## config.mk

```make
export PLATFORM = sky130hd
export DESIGN_NAME = exception_entry_unit
export DESIGN_NICKNAME = d
export VERILOG_FILES = /design/src/hw/rtl/eeu_pkg.sv /design/src/hw/rtl/exception_entry_unit.sv /design/src/hw/rtl/eeu_syndrome.sv /design/src/hw/rtl/eeu_core.sv
export SDC_FILE = /design/constraint.sdc
export NUM_CORES = 2
export LEC_CHECK = 0
export BUFFER_PORTS_ARGS = -buffer_cell sky130_fd_sc_hd__buf_2
export CAP_MARGIN = 20
export CORE_MARGIN = 2
export CORE_UTILIZATION = 53
export DETAILED_ROUTE_END_ITERATION = 16
export PLACE_DENSITY = 0.83
export SLEW_MARGIN = 15
export SYNTH_ARGS = -nofsm -noshare
export SYNTH_HDL_FRONTEND = slang
export SYNTH_HIERARCHICAL = 1
export SYNTH_SLANG_ARGS = --single-unit
```

## constraint.sdc

```tcl
create_clock -name clock -period 39.2 [get_ports clock]
set_input_delay 5.88 -clock clock [delete_from_list [all_inputs] [get_ports clock]]
set_output_delay 5.88 -clock clock [all_outputs]
set_load 0.02 [all_outputs]
```

## src/hw/rtl/eeu_pkg.sv

```systemverilog
// eeu_pkg: types, codes and constants shared by the exception entry unit.
// Used by eeu_syndrome, eeu_core and exception_entry_unit.
// Has no dependencies of its own.
package eeu_pkg;

   // operation codes
   localparam logic [1:0] OP_RAISE     = 2'd0;
   localparam logic [1:0] OP_TAKE      = 2'd1;
   localparam logic [1:0] OP_SET_LEVEL = 2'd2;

   // exception kinds
   localparam logic [3:0] KIND_NONE     = 4'd0;
   localparam logic [3:0] KIND_UNDEF    = 4'd1;
   localparam logic [3:0] KIND_PRIV     = 4'd2;
   localparam logic [3:0] KIND_SYSREG   = 4'd3;
   localparam logic [3:0] KIND_IABT     = 4'd4;
   localparam logic [3:0] KIND_DABT     = 4'd5;
   localparam logic [3:0] KIND_TRANSL   = 4'd6;
   localparam logic [3:0] KIND_PERM     = 4'd7;
   localparam logic [3:0] KIND_ALIGN    = 4'd8;
   localparam logic [3:0] KIND_SP_ALIGN = 4'd9;
   localparam logic [3:0] KIND_TIMER    = 4'd10;
   localparam logic [3:0] KIND_IRQ      = 4'd11;
   localparam logic [3:0] KIND_FIQ      = 4'd12;

   // exception classes
   localparam logic [5:0] EC_UNKNOWN    = 6'h00;
   localparam logic [5:0] EC_SYSREG     = 6'h18;
   localparam logic [5:0] EC_IABT_LOWER = 6'h20;
   localparam logic [5:0] EC_IABT_SAME  = 6'h21;
   localparam logic [5:0] EC_PC_ALIGN   = 6'h22;
   localparam logic [5:0] EC_DABT_LOWER = 6'h24;
   localparam logic [5:0] EC_DABT_SAME  = 6'h25;
   localparam logic [5:0] EC_SP_ALIGN   = 6'h26;

   // fault status codes
   localparam logic [5:0] FSC_TRANSL_L3 = 6'h07;
   localparam logic [5:0] FSC_PERM_L3   = 6'h0f;
   localparam logic [5:0] FSC_ALIGN     = 6'h21;

   // syndrome bits and instruction decode patterns
   localparam logic [31:0] IL_BIT         = 32'h0200_0000;
   localparam logic [31:0] WNR_BIT        = 32'h0000_0040;
   localparam logic [31:0] ISS_MASK       = 32'h01ff_ffff;
   localparam logic [31:0] LDST_PAIR_MASK = 32'h3e00_0000;
   localparam logic [31:0] LDST_PAIR_VAL  = 32'h2800_0000;
   localparam logic [31:0] PAIR_LOAD_BIT  = 32'h0040_0000;
   localparam logic [31:0] UIMM_MASK      = 32'h3f00_0000;
   localparam logic [31:0] UIMM_VAL       = 32'h3900_0000;
   localparam logic [31:0] UNSC_MASK      = 32'h3f20_0c00;
   localparam logic [31:0] UNSC_VAL       = 32'h3800_0000;
   localparam logic [31:0] REGOFF_VAL     = 32'h3820_0800;
   localparam logic [31:0] OPC_MASK       = 32'h00c0_0000;

   // pstate fields
   localparam logic [31:0] MODE_MASK = 32'h0000_000f;
   localparam logic [31:0] DAIF_MASK = 32'h0000_03c0;

   // vector table layout
   localparam logic [63:0] VBAR_LOW_MASK = 64'h0000_0000_0000_07ff;
   localparam logic [63:0] VEC_LOWER     = 64'h400;
   localparam logic [63:0] VEC_SPX       = 64'h200;
   localparam logic [63:0] VEC_IRQ_SLOT  = 64'h080;
   localparam logic [63:0] VEC_FIQ_SLOT  = 64'h100;

   // configuration register indexes
   localparam logic [1:0] CSR_VBAR_EL1 = 2'd0;
   localparam logic [1:0] CSR_VBAR_EL2 = 2'd1;
   localparam logic [1:0] CSR_VBAR_EL3 = 2'd2;

   typedef struct packed {
      logic [1:0]  op;
      logic [3:0]  kind;
      logic [63:0] pc;
      logic [63:0] fault_address;
      logic [31:0] syndrome_in;
      logic [31:0] instruction;
      logic [1:0]  new_level;
   } req_type;

   typedef struct packed {
      logic        status;
      logic [1:0]  target_level;
      logic [31:0] syndrome;
      logic [63:0] vector_address;
      logic [31:0] pstate_out;
      logic [63:0] link_address;
      logic [31:0] esr_out;
      logic [63:0] far_out;
      logic [1:0]  level_out;
   } rsp_type;

   typedef struct packed {
      logic [63:0] vbar_el1;
      logic [63:0] vbar_el2;
      logic [63:0] vbar_el3;
   } csr_type;

   // mode field for an exception level (SPx selected above EL0)
   function automatic logic [31:0] mode_of(input logic [1:0] el);
      logic [31:0] mode;
      unique case (el)
         2'd0:    mode = 32'd0;
         2'd1:    mode = 32'd5;
         2'd2:    mode = 32'd9;
         default: mode = 32'd13;
      endcase
      return mode;
   endfunction

endpackage

```

## src/hw/rtl/exception_entry_unit.sv

```systemverilog
// exception_entry_unit: top level with request/result registers and the
// vector base register port. Depends on eeu_pkg and eeu_core.
//
// Usage
//   Requests (raise, take, set level) enter on the req_ valid/ready channel;
//   each produces exactly one result on the rsp_ valid/ready channel, in order.
//   Vector base registers for EL1..EL3 sit on an APB-style port at byte
//   addresses 0x0, 0x8 and 0x10, 64 bits wide; the low 11 bits read as zero.
//   Writes are taken on the access cycle; pready is tied high.
// Throughput
//   A request waits in the request register, then moves with its state
//   update into the result register. One request per cycle is sustained
//   while rsp_ready stays high; the rate is set by the single state update
//   pass between the request register and the result register.
// Reset
//   Synchronous, active high. Clears current level, pstate, the pending
//   record, all SPSR/ELR/ESR/FAR banks, the last vector and the vector bases.
// Stalls
//   When rsp_ready is low the result register holds and one more request
//   waits in the request register; req_ready then drops until the result
//   is taken.
module exception_entry_unit (
   input  logic        clock,
   input  logic        reset,

   input  logic        req_valid,
   output logic        req_ready,
   input  logic [1:0]  req_op,
   input  logic [3:0]  req_kind,
   input  logic [63:0] req_pc,
   input  logic [63:0] req_fault_address,
   input  logic [31:0] req_syndrome_in,
   input  logic [31:0] req_instruction,
   input  logic [1:0]  req_new_level,

   output logic        rsp_valid,
   input  logic        rsp_ready,
   output logic        rsp_status,
   output logic [1:0]  rsp_target_level,
   output logic [31:0] rsp_syndrome,
   output logic [63:0] rsp_vector_address,
   output logic [31:0] rsp_pstate_out,
   output logic [63:0] rsp_link_address,
   output logic [31:0] rsp_esr_out,
   output logic [63:0] rsp_far_out,
   output logic [1:0]  rsp_level_out,

   input  logic        psel,
   input  logic        penable,
   input  logic        pwrite,
   input  logic [4:0]  paddr,
   input  logic [63:0] pwdata,
   output logic [63:0] prdata,
   output logic        pready
);

   eeu_pkg::req_type req_ff, req_in;
   logic             req_valid_ff;
   eeu_pkg::rsp_type rsp_ff, rsp_in;
   logic             rsp_valid_ff;
   eeu_pkg::csr_type csr_ff;
   logic             fire;
   logic             csr_write;
   logic [1:0]       csr_index;

   // request moves into the result register when that slot is free
   assign fire      = req_valid_ff && (!rsp_valid_ff || rsp_ready);
   assign req_ready = !req_valid_ff || fire;

   always_comb begin
      req_in.op            = req_op;
      req_in.kind          = req_kind;
      req_in.pc            = req_pc;
      req_in.fault_address = req_fault_address;
      req_in.syndrome_in   = req_syndrome_in;
      req_in.instruction   = req_instruction;
      req_in.new_level     = req_new_level;
   end

   // request register
   always_ff @(posedge clock) begin
      if (reset) begin
         req_valid_ff <= 1'b0;
      end else if (req_ready) begin
         req_valid_ff <= req_valid;
      end
   end

   always_ff @(posedge clock) begin
      if (req_valid && req_ready) begin
         req_ff <= req_in;
      end
   end

   eeu_core u_core (
      .clock (clock),
      .reset (reset),
      .fire  (fire),
      .req   (req_ff),
      .csr   (csr_ff),
      .rsp   (rsp_in)
   );

   // result register
   always_ff @(posedge clock) begin
      if (reset) begin
         rsp_valid_ff <= 1'b0;
      end else if (fire) begin
         rsp_valid_ff <= 1'b1;
      end else if (rsp_ready) begin
         rsp_valid_ff <= 1'b0;
      end
   end

   always_ff @(posedge clock) begin
      if (fire) begin
         rsp_ff <= rsp_in;
      end
   end

   assign rsp_valid          = rsp_valid_ff;
   assign rsp_status         = rsp_ff.status;
   assign rsp_target_level   = rsp_ff.target_level;
   assign rsp_syndrome       = rsp_ff.syndrome;
   assign rsp_vector_address = rsp_ff.vector_address;
   assign rsp_pstate_out     = rsp_ff.pstate_out;
   assign rsp_link_address   = rsp_ff.link_address;
   assign rsp_esr_out        = rsp_ff.esr_out;
   assign rsp_far_out        = rsp_ff.far_out;
   assign rsp_level_out      = rsp_ff.level_out;

   // vector base registers
   assign csr_write = psel && penable && pwrite;
   assign csr_index = paddr[4:3];
   assign pready    = 1'b1;

   always_ff @(posedge clock) begin
      if (reset) begin
         csr_ff <= '0;
      end else if (csr_write) begin
         unique case (csr_index)
            eeu_pkg::CSR_VBAR_EL1: csr_ff.vbar_el1 <= pwdata & ~eeu_pkg::VBAR_LOW_MASK;
            eeu_pkg::CSR_VBAR_EL2: csr_ff.vbar_el2 <= pwdata & ~eeu_pkg::VBAR_LOW_MASK;
            eeu_pkg::CSR_VBAR_EL3: csr_ff.vbar_el3 <= pwdata & ~eeu_pkg::VBAR_LOW_MASK;
            default: ;
         endcase
      end
   end

   // register read
   always_comb begin
      unique case (csr_index)
         eeu_pkg::CSR_VBAR_EL1: prdata = csr_ff.vbar_el1;
         eeu_pkg::CSR_VBAR_EL2: prdata = csr_ff.vbar_el2;
         eeu_pkg::CSR_VBAR_EL3: prdata = csr_ff.vbar_el3;
         default:               prdata = 64'd0;
      endcase
   end

endmodule

```

## src/hw/rtl/eeu_syndrome.sv

```systemverilog
// eeu_syndrome: builds the ESR value for a raised exception from its kind.
// Purely combinational; depends on eeu_pkg for kinds, classes and patterns.
module eeu_syndrome (
   input  logic [3:0]  kind,
   input  logic [1:0]  level,
   input  logic [1:0]  pc_low,
   input  logic [31:0] instruction,
   output logic [31:0] syndrome
);

   logic        lower;
   logic [5:0]  dabt_ec;
   logic [1:0]  sz;
   logic [1:0]  opc;
   logic        pair_hit;
   logic        single_hit;
   logic        size_ok;
   logic [31:0] extra;

   assign lower   = (level == 2'd0);
   assign dabt_ec = lower ? eeu_pkg::EC_DABT_LOWER : eeu_pkg::EC_DABT_SAME;
   assign sz      = instruction[31:30];
   assign opc     = instruction[23:22];

   // load/store decode for the data abort ISS
   assign pair_hit = ((instruction & eeu_pkg::LDST_PAIR_MASK) == eeu_pkg::LDST_PAIR_VAL);
   assign size_ok  = ((sz != 2'd3) || (opc[1] == 1'b0)) && !((sz == 2'd2) && (opc == 2'd3));
   assign single_hit =
      (((instruction & eeu_pkg::UIMM_MASK) == eeu_pkg::UIMM_VAL) ||
       ((instruction & eeu_pkg::UNSC_MASK) == eeu_pkg::UNSC_VAL) ||
       (((instruction & eeu_pkg::UNSC_MASK) == eeu_pkg::REGOFF_VAL) && instruction[14]))
      && size_ok;

   // single register form wins over the pair form
   always_comb begin
      extra = 32'd0;
      if (pair_hit) begin
         extra = eeu_pkg::IL_BIT;
         if ((instruction & eeu_pkg::PAIR_LOAD_BIT) == 32'd0) begin
            extra = extra | eeu_pkg::WNR_BIT;
         end
      end
      if (single_hit) begin
         extra = eeu_pkg::IL_BIT;
         if ((instruction & eeu_pkg::OPC_MASK) == 32'd0) begin
            extra = extra | eeu_pkg::WNR_BIT;
         end
      end
   end

   // class and status per kind
   always_comb begin
      unique case (kind)
         eeu_pkg::KIND_SYSREG: begin
            syndrome = {eeu_pkg::EC_SYSREG, 26'd0} | (instruction & eeu_pkg::ISS_MASK);
         end
         eeu_pkg::KIND_IABT: begin
            if (pc_low != 2'd0) begin
               syndrome = {eeu_pkg::EC_PC_ALIGN, 26'd0};
            end else begin
               syndrome = {(lower ? eeu_pkg::EC_IABT_LOWER : eeu_pkg::EC_IABT_SAME), 26'd0}
                          | {26'd0, eeu_pkg::FSC_TRANSL_L3};
            end
         end
         eeu_pkg::KIND_DABT: begin
            syndrome = {dabt_ec, 26'd0} | extra | {26'd0, eeu_pkg::FSC_TRANSL_L3};
         end
         eeu_pkg::KIND_TRANSL: begin
            syndrome = {dabt_ec, 26'd0} | {26'd0, eeu_pkg::FSC_TRANSL_L3};
         end
         eeu_pkg::KIND_PERM: begin
            syndrome = {dabt_ec, 26'd0} | {26'd0, eeu_pkg::FSC_PERM_L3};
         end
         eeu_pkg::KIND_ALIGN: begin
            syndrome = {dabt_ec, 26'd0} | extra | {26'd0, eeu_pkg::FSC_ALIGN};
         end
         eeu_pkg::KIND_SP_ALIGN: begin
            syndrome = {eeu_pkg::EC_SP_ALIGN, 26'd0} | eeu_pkg::IL_BIT;
         end
         eeu_pkg::KIND_UNDEF, eeu_pkg::KIND_PRIV: begin
            syndrome = {eeu_pkg::EC_UNKNOWN, 26'd0} | eeu_pkg::IL_BIT;
         end
         default: begin
            syndrome = 32'd0;
         end
      endcase
   end

endmodule

```

## src/hw/rtl/eeu_core.sv

```systemverilog
// eeu_core: architectural state of the exception unit and the one-pass
// update for a request. Depends on eeu_pkg and eeu_syndrome.
module eeu_core (
   input  logic             clock,
   input  logic             reset,
   input  logic             fire,
   input  eeu_pkg::req_type req,
   input  eeu_pkg::csr_type csr,
   output eeu_pkg::rsp_type rsp
);

   logic [1:0]  current_level_ff, current_level_in;
   logic [31:0] pstate_ff, pstate_in;
   logic [3:0]  pending_kind_ff, pending_kind_in;
   logic [1:0]  pending_target_ff, pending_target_in;
   logic        from_lower_ff, from_lower_in;
   logic [63:0] last_vector_ff, last_vector_in;
   logic [31:0] spsr_ff [4];
   logic [31:0] spsr_in [4];
   logic [63:0] elr_ff  [4];
   logic [63:0] elr_in  [4];
   logic [31:0] esr_ff  [4];
   logic [31:0] esr_in  [4];
   logic [63:0] far_ff  [4];
   logic [63:0] far_in  [4];

   logic [31:0] built_syndrome;
   logic [1:0]  raise_target;
   logic        kind_bad;
   logic        kind_async;
   logic [63:0] take_base;
   logic [63:0] take_offset;
   logic [1:0]  tgt;
   logic        status;
   logic [31:0] syn;

   eeu_syndrome u_syndrome (
      .kind        (req.kind),
      .level       (current_level_ff),
      .pc_low      (req.pc[1:0]),
      .instruction (req.instruction),
      .syndrome    (built_syndrome)
   );

   assign raise_target = (current_level_ff == 2'd0) ? 2'd1 : current_level_ff;
   assign kind_bad     = (req.kind == eeu_pkg::KIND_NONE) || (req.kind > eeu_pkg::KIND_FIQ);
   assign kind_async   = (req.kind == eeu_pkg::KIND_TIMER) || (req.kind == eeu_pkg::KIND_IRQ)
                         || (req.kind == eeu_pkg::KIND_FIQ);

   // vector base of the pending target; level zero has none
   always_comb begin
      unique case (pending_target_ff)
         2'd1:    take_base = csr.vbar_el1;
         2'd2:    take_base = csr.vbar_el2;
         2'd3:    take_base = csr.vbar_el3;
         default: take_base = 64'd0;
      endcase
   end

   // vector offset: lower / current SPx / current SP0, then the interrupt slot
   always_comb begin
      if (from_lower_ff) begin
         take_offset = eeu_pkg::VEC_LOWER;
      end else if (spsr_ff[pending_target_ff][0]) begin
         take_offset = eeu_pkg::VEC_SPX;
      end else begin
         take_offset = 64'd0;
      end
      if ((pending_kind_ff == eeu_pkg::KIND_TIMER) || (pending_kind_ff == eeu_pkg::KIND_IRQ)) begin
         take_offset = take_offset + eeu_pkg::VEC_IRQ_SLOT;
      end else if (pending_kind_ff == eeu_pkg::KIND_FIQ) begin
         take_offset = take_offset + eeu_pkg::VEC_FIQ_SLOT;
      end
   end

   // next state for the request in flight
   always_comb begin
      current_level_in  = current_level_ff;
      pstate_in         = pstate_ff;
      pending_kind_in   = pending_kind_ff;
      pending_target_in = pending_target_ff;
      from_lower_in     = from_lower_ff;
      last_vector_in    = last_vector_ff;
      spsr_in           = spsr_ff;
      elr_in            = elr_ff;
      esr_in            = esr_ff;
      far_in            = far_ff;
      status            = 1'b0;
      syn               = 32'd0;
      tgt               = current_level_ff;
      unique case (req.op)
         eeu_pkg::OP_RAISE: begin
            tgt = raise_target;
            if (kind_bad || (pending_kind_ff != eeu_pkg::KIND_NONE)) begin
               status = 1'b1;
            end else begin
               syn               = (req.syndrome_in != 32'd0) ? req.syndrome_in : built_syndrome;
               pending_kind_in   = req.kind;
               pending_target_in = raise_target;
               from_lower_in     = (current_level_ff < raise_target);
               spsr_in[raise_target] = pstate_ff;
               elr_in[raise_target]  = req.pc;
               if (!kind_async) begin
                  esr_in[raise_target] = syn;
                  far_in[raise_target] = req.fault_address;
               end
            end
         end
         eeu_pkg::OP_TAKE: begin
            tgt = pending_target_ff;
            if (pending_kind_ff == eeu_pkg::KIND_NONE) begin
               status = 1'b1;
            end else begin
               last_vector_in    = (take_base & ~eeu_pkg::VBAR_LOW_MASK) + take_offset;
               current_level_in  = pending_target_ff;
               pstate_in         = (spsr_ff[pending_target_ff] & ~eeu_pkg::MODE_MASK)
                                   | eeu_pkg::mode_of(pending_target_ff) | eeu_pkg::DAIF_MASK;
               pending_kind_in   = eeu_pkg::KIND_NONE;
               pending_target_in = 2'd0;
               from_lower_in     = 1'b0;
            end
         end
         eeu_pkg::OP_SET_LEVEL: begin
            tgt              = req.new_level;
            current_level_in = req.new_level;
            pstate_in        = (pstate_ff & ~eeu_pkg::MODE_MASK) | eeu_pkg::mode_of(req.new_level);
         end
         default: begin
            status = 1'b1;
         end
      endcase
   end

   // result reflects the state after the update
   always_comb begin
      rsp.status         = status;
      rsp.target_level   = tgt;
      rsp.syndrome       = syn;
      rsp.vector_address = last_vector_in;
      rsp.pstate_out     = pstate_in;
      rsp.link_address   = elr_in[tgt];
      rsp.esr_out        = esr_in[tgt];
      rsp.far_out        = far_in[tgt];
      rsp.level_out      = current_level_in;
   end

   // state registers
   always_ff @(posedge clock) begin
      if (reset) begin
         current_level_ff  <= 2'd0;
         pstate_ff         <= 32'd0;
         pending_kind_ff   <= eeu_pkg::KIND_NONE;
         pending_target_ff <= 2'd0;
         from_lower_ff     <= 1'b0;
         last_vector_ff    <= 64'd0;
         for (int i = 0; i < 4; i++) begin
            spsr_ff[i] <= 32'd0;
            elr_ff[i]  <= 64'd0;
            esr_ff[i]  <= 32'd0;
            far_ff[i]  <= 64'd0;
         end
      end else if (fire) begin
         current_level_ff  <= current_level_in;
         pstate_ff         <= pstate_in;
         pending_kind_ff   <= pending_kind_in;
         pending_target_ff <= pending_target_in;
         from_lower_ff     <= from_lower_in;
         last_vector_ff    <= last_vector_in;
         spsr_ff           <= spsr_in;
         elr_ff            <= elr_in;
         esr_ff            <= esr_in;
         far_ff            <= far_in;
      end
   end

endmodule

```

======== Word level (Yosys, flattened, before mapping) ========
Index checks and enable logic that the tools add are counted.
storage, ports and cells
  register bits ........................... 1527
  input port bits ......................... 276
  output and inout bits ................... 360
  logic and storage cells ................. 207
operators by class
  add/sub/neg operators ................... 3
  magnitude comparators ................... 6
  equality and inequality tests ........... 33
  muxes and demuxes ....................... 70
  bitwise logic cells ..................... 9
  reduce and logical (&&, ||, !) cells .... 43
operators with widths
  cell                                                                    number
  256-bit 2-to-1 mux                                                      5
  64-bit 2-to-1 mux                                                       10
  256-bit bitwise mux                                                     2
  128-bit 2-to-1 mux                                                      3
  32-bit 2-to-1 mux                                                       12
  64-bit case mux with 3 select lines                                     2
  64-bit binary-select mux with 2-bit select                              2
  128-bit bitwise mux                                                     2
  32-bit case mux with 8 select lines                                     1
  32-bit binary-select mux with 2-bit select                              2
  64-bit demux with 2-bit select                                          1
  32-bit OR                                                               3
  64-bit adder                                                            1
  64-bit by 8-bit adder with 64-bit output (second input constant)        1
  64-bit by 9-bit adder with 64-bit output (second input constant)        1
  32-bit demux with 2-bit select                                          1
  32-bit logical NOT                                                      2
  32-bit case mux with 2 select lines                                     1
  4-bit equality test (second input constant)                             8
  32-bit nonzero test                                                     1
  28-bit 2-to-1 mux                                                       1
  4-bit case mux with 3 select lines                                      2
  9-bit equality test (second input constant)                             2
  4-bit by 3-bit equality test with 1-bit output (second input constant)  4
  34 further kinds                                                        94

======== Depth between registers and ports, before layout ========
  word-level depth ........................ 16
  depth in mapped cells ................... 12
  gate-level depth less buffers ........... 9

======== Modules after synthesis ========
The synthesis kept the hierarchy.
modules (own cells, without submodules)
  module                instances  cells each  area each (sq um)  seq. area each (sq um)
  eeu_core              1          4656        37388.4            16916.2
  exception_entry_unit  1          1270        22449.0            18027.3
  eeu_syndrome          1          71          442.9              0.0

======== Worst setup path after synthesis ========
Ideal clock, no wire load.
  path type ............................... input port to flip-flop
  from .................................... input rsp_ready
  to ...................................... register u_core.last_vector_ff[10]
  setup time .............................. 70 ps
  data arrival time ....................... 20673 ps
  required time ........................... 39130 ps
  setup slack ............................. 18456 ps
  cell stages on the path ................. 9
  buffers on the path ..................... 3
  path through ............................ nor2b_1 > nor2b_1 > clkbuf_1 > inv_2 > nor2_1 > clkbuf_1 > buf_1 > nand2_1 > a21oi_1
between the ends
  word-level cells in the longest chain between the ends .. 2
ends and longest elaborated chain
  what                  RTL line                    RTL
  start, declared       exception_entry_unit.sv:37  input logic rsp_ready,
  1-bit logical OR      exception_entry_unit.sv:67  assign fire = req_valid_ff && (!rsp_valid_ff || rsp_ready);
  1-bit logical AND     exception_entry_unit.sv:67
  net fire              exception_entry_unit.sv:62  logic fire;
  end signal, assigned  eeu_core.sv:168             last_vector_ff <= last_vector_in;
  end, declared         eeu_core.sv:17              logic [63:0] last_vector_ff, last_vector_in;
The timed path passes the listed nets, and every way through them passes these cells.
A chain may end at the register's enable or synchronous reset.

======== Worst setup path in the final report ========
  from .................................... input paddr[4]
  to ...................................... output prdata[27]
between the ends
  word-level cells in the longest chain between the ends .. 2
  elaborated cells between the ends (all ways) .. 4
  classes of those cells .................. 2 x eq/ne; 1 x mux; 1 x reduce/logical
ends and longest elaborated chain
  what                                               RTL line                     RTL
  start, declared                                    exception_entry_unit.sv:51   input logic [4:0] paddr,
  2-bit equality test, or another cell as far along  exception_entry_unit.sv:152  unique case (csr_index)
  64-bit case mux with 3 select lines (*)            exception_entry_unit.sv:152
  end, declared                                      exception_entry_unit.sv:53   output logic [63:0] prdata,
Every way passes the cells marked *; elsewhere a longest branch is shown, timed or not.

==> impl_metrics.tcl <==
set metrics [dict create \
    final_nets 6612 \
    drt_iter0_drc 5248 \
    synth_area_um2 60300 \
    fillerInstances 8775 \
    grt_use_total 0.289 \
    syn_avg_cell_area_um2 10.1 \
    post-route-period-util 0.355 \
    clk_latency_ps 770 \
    skew_ps 36.2 \
    cts_tree "done" \
    wl_per_cell_um 22.1 \
    place_ws_ps 25360 \
    setup_viol 0 \
    ys_types 71 \
    status "completed" \
    cts_resized 0 \
    routed_via_density 6.04 \
    cp_max_fo 57 \
    grt_pass1_vias 47216 \
    hold_violations 0 \
    drive_above_1_share 0.162 \
    grt_first_pass_wirelength_um 266000 \
    drt-total-wl_um 176000 \
    io_pins 636 \
    regArea_um2 35000 \
    numPortBuffers 609 \
    clk_pin_slew_ps 60 \
    gp_congestion 0.878 \
    whs_ps 448 \
    start_kind "input port" \
    highest_layer "met5" \
    max_freq_ghz 0.0719 \
    ys_ff_latch 1499 \
    clkSinkCount 1499 \
    crit_arrival_ps 8030 \
    fin_crit_ps 13910 \
    min_from "u_core/far_ff[169]" \
    power_density_nw_per_um2 48.9 \
    antenna_found_initial 39 \
    tightest_slew_ps 1480 \
    vias 48229 \
    cp.required_ps 33320 \
    post-cts-setup-buffers 0 \
    reg2reg_from "req_ff[194]" \
    ys.flop_type "dfxtp_1" \
    relSlewSlack 0.0109 \
    start_util 0.535 \
    slew_violations 0 \
    ctsHtreeMaxLevel 4 \
    rsz0062_at_grt "no" \
    met2_length_um 82300 \
    p_leak_nw 25.4 \
    vdd_ir_drop_max_mv 0.0371 \
    core_area_um2 113000 \
    grt_max_degree 194 \
    ant_nets 0 \
    multi_input_area_um2 23200 \
    hold_class "reg -> reg" \
    area_growth_pct 14.6 \
    dpl.hpwl_um 99400 \
    yosysSeqAreaShare 0.580 \
    tns_ps 0 \
    synth-edff-count 493 \
    row_count 123 \
    wl_met1_um 68100 \
    hold_buffers 0 \
    numCtsBuffers 153 \
    critPathLaunch "paddr[4]" \
    syn-instance-count 5997 \
    die_w_um 341 \
    synth_warnings 6 \
    finalWorstSetupSlack_ps 25290 \
    gr-total-overflow 0 \
    die_area_um2 116000 \
    clock_path_buffers 3 \
    drtPass1Iterations 9 \
    crit_type "in -> out" \
    crit_path_end_kind "output pin" \
    cts_root_buffer "clkbuf_16" \
    die_h_um 341 \
    async_reset_ff_frac 0 \
    max_cap_viol_count 0 \
    drc 0 \
    met3WireLength_um 16200 \
]
[registers in the layout (all words and copies together) (netlist names), 2 cells and up]
name,cells
rsp_pstate_out,32
u_core/far_ff,256
csr_ff,159
rsp_link_address,64
rsp_vector_address,64
u_core/esr_ff,128
u_core/current_level_ff,2
u_core/pending_target_ff,2
u_core/elr_ff,256
u_core/last_vector_ff,64
req_ff,200
u_core/pending_kind_ff,4
rsp_far_out,64
u_core/spsr_ff,100
rsp_target_level,2
u_core/pstate_ff,32
rsp_level_out,2
rsp_syndrome,32
rsp_esr_out,32
[cell type report]
class / count / share of cell area
Timing Repair Buffer: 691 / 0.0546
Sequential cell: 1499 / 0.506
Clock buffer: 236 / 0.0665
Inverter: 32 / 0.00187
Antenna cell: 24 / 0.000869
Clock inverter: 48 / 0.00686
Tap cell: 1500 / 0.0272
Multi-Input combinational cell: 3955 / 0.336
[routing by layer]
layer  GRT usage  vias to the layer above
li1            -                    21933
met5           0                        -
met3      0.0668                      501
met1       0.359                    23301
met2       0.464                     2454
met4       0.162                       40
[report_power, final]
part / internal, mW / switching (mW)
Sequential: 1.65 / 0.0262
Combinational: 0.0678 / 0.177
Clock: 0.839 / 0.617
[logic make-up after synthesis]
logic type               synth area share
other                            0.000125
AO/OA/AOI/OAI                       0.161
AND/OR/NAND/NOR                     0.154
buffers and inverters              0.0393
multiplexers                       0.0652
flip-flops                          0.580
adder cells (fa/ha/maj)          0.000830
[metrics by stage]
step                      std cells   util  instance area, um2  total power [mW]
final                          7985  0.613               69100              3.38
after global routing           7980  0.613               69100              3.48
after detailed placement       7673  0.567               63900              1.95
after floorplan                6007      -               60300              1.86
after CTS                      7957  0.612               68900              3.39
after global placement         7673  0.567               63900              1.94
[synthesized netlist by cell type (all sizes together), types with 3 or more instances]
library cell	n	area [um2]
clkbuf	366	1380
edfxtp	493	14800
a211oi	238	1790
nand4	4	31.3
buf	155	876
inv	30	113
nor4	10	83.8
o211ai	98	736
a31oi	34	213
mux4	24	541
o2111ai	31	272
and3	25	161
nand3	6	30.0
and3b	3	26.3
nor2	315	1190
nor2b	254	1590
dfxtp	1006	20100
mux2	54	608
a22oi	92	691
or2	3	18.8
nand2b	215	1350
o221ai	95	832
nor3	6	45.0
o22ai	65	407
a222oi	64	641
a311oi	6	52.6
a21oi	529	2650
nand2	1176	4410
or3	4	25.0
nand3b	3	22.5
and2	35	220
mux2i	278	2780
ha	4	50.1
o21ai	244	1220
a22o	3	26.3
and4	3	26.3
[final timing paths]
path / slack (ps) / end / depth (start not counted)
worst max-delay path: 25290 / prdata[27] / 7
worst min-delay path: 450 / u_core/far_ff[169] / 2
worst max register to register: 34250 / u_core/far_ff[161] / 7
worst min register to register: 450 / u_core/far_ff[169] / 2
[cells in the final DEF (no fill, tap or decap), drive strengths merged, types with 37 or more instances in the layout]
cell type and instances:
nor2 315, mux2 54, nor2b 254, clkinv 39, a21oi 529, o21ai 244, a222oi 64, o221ai 95
a22oi 92, clkbuf 236, dfxtp 1006, mux2i 278, buf 691, o22ai 65, edfxtp 493, a211oi 238
nand2 1176, inv 37, o211ai 98, nand2b 215
[worst max-delay path, cell delays in order]
cell	delay [ps]
buf_2	70
buf_4	550
nor2b_4	380
buf_4	610
nand2_1	140
o21ai_0	120
buf_2	230
No activity file was read; power rests on OpenSTA's default activity.
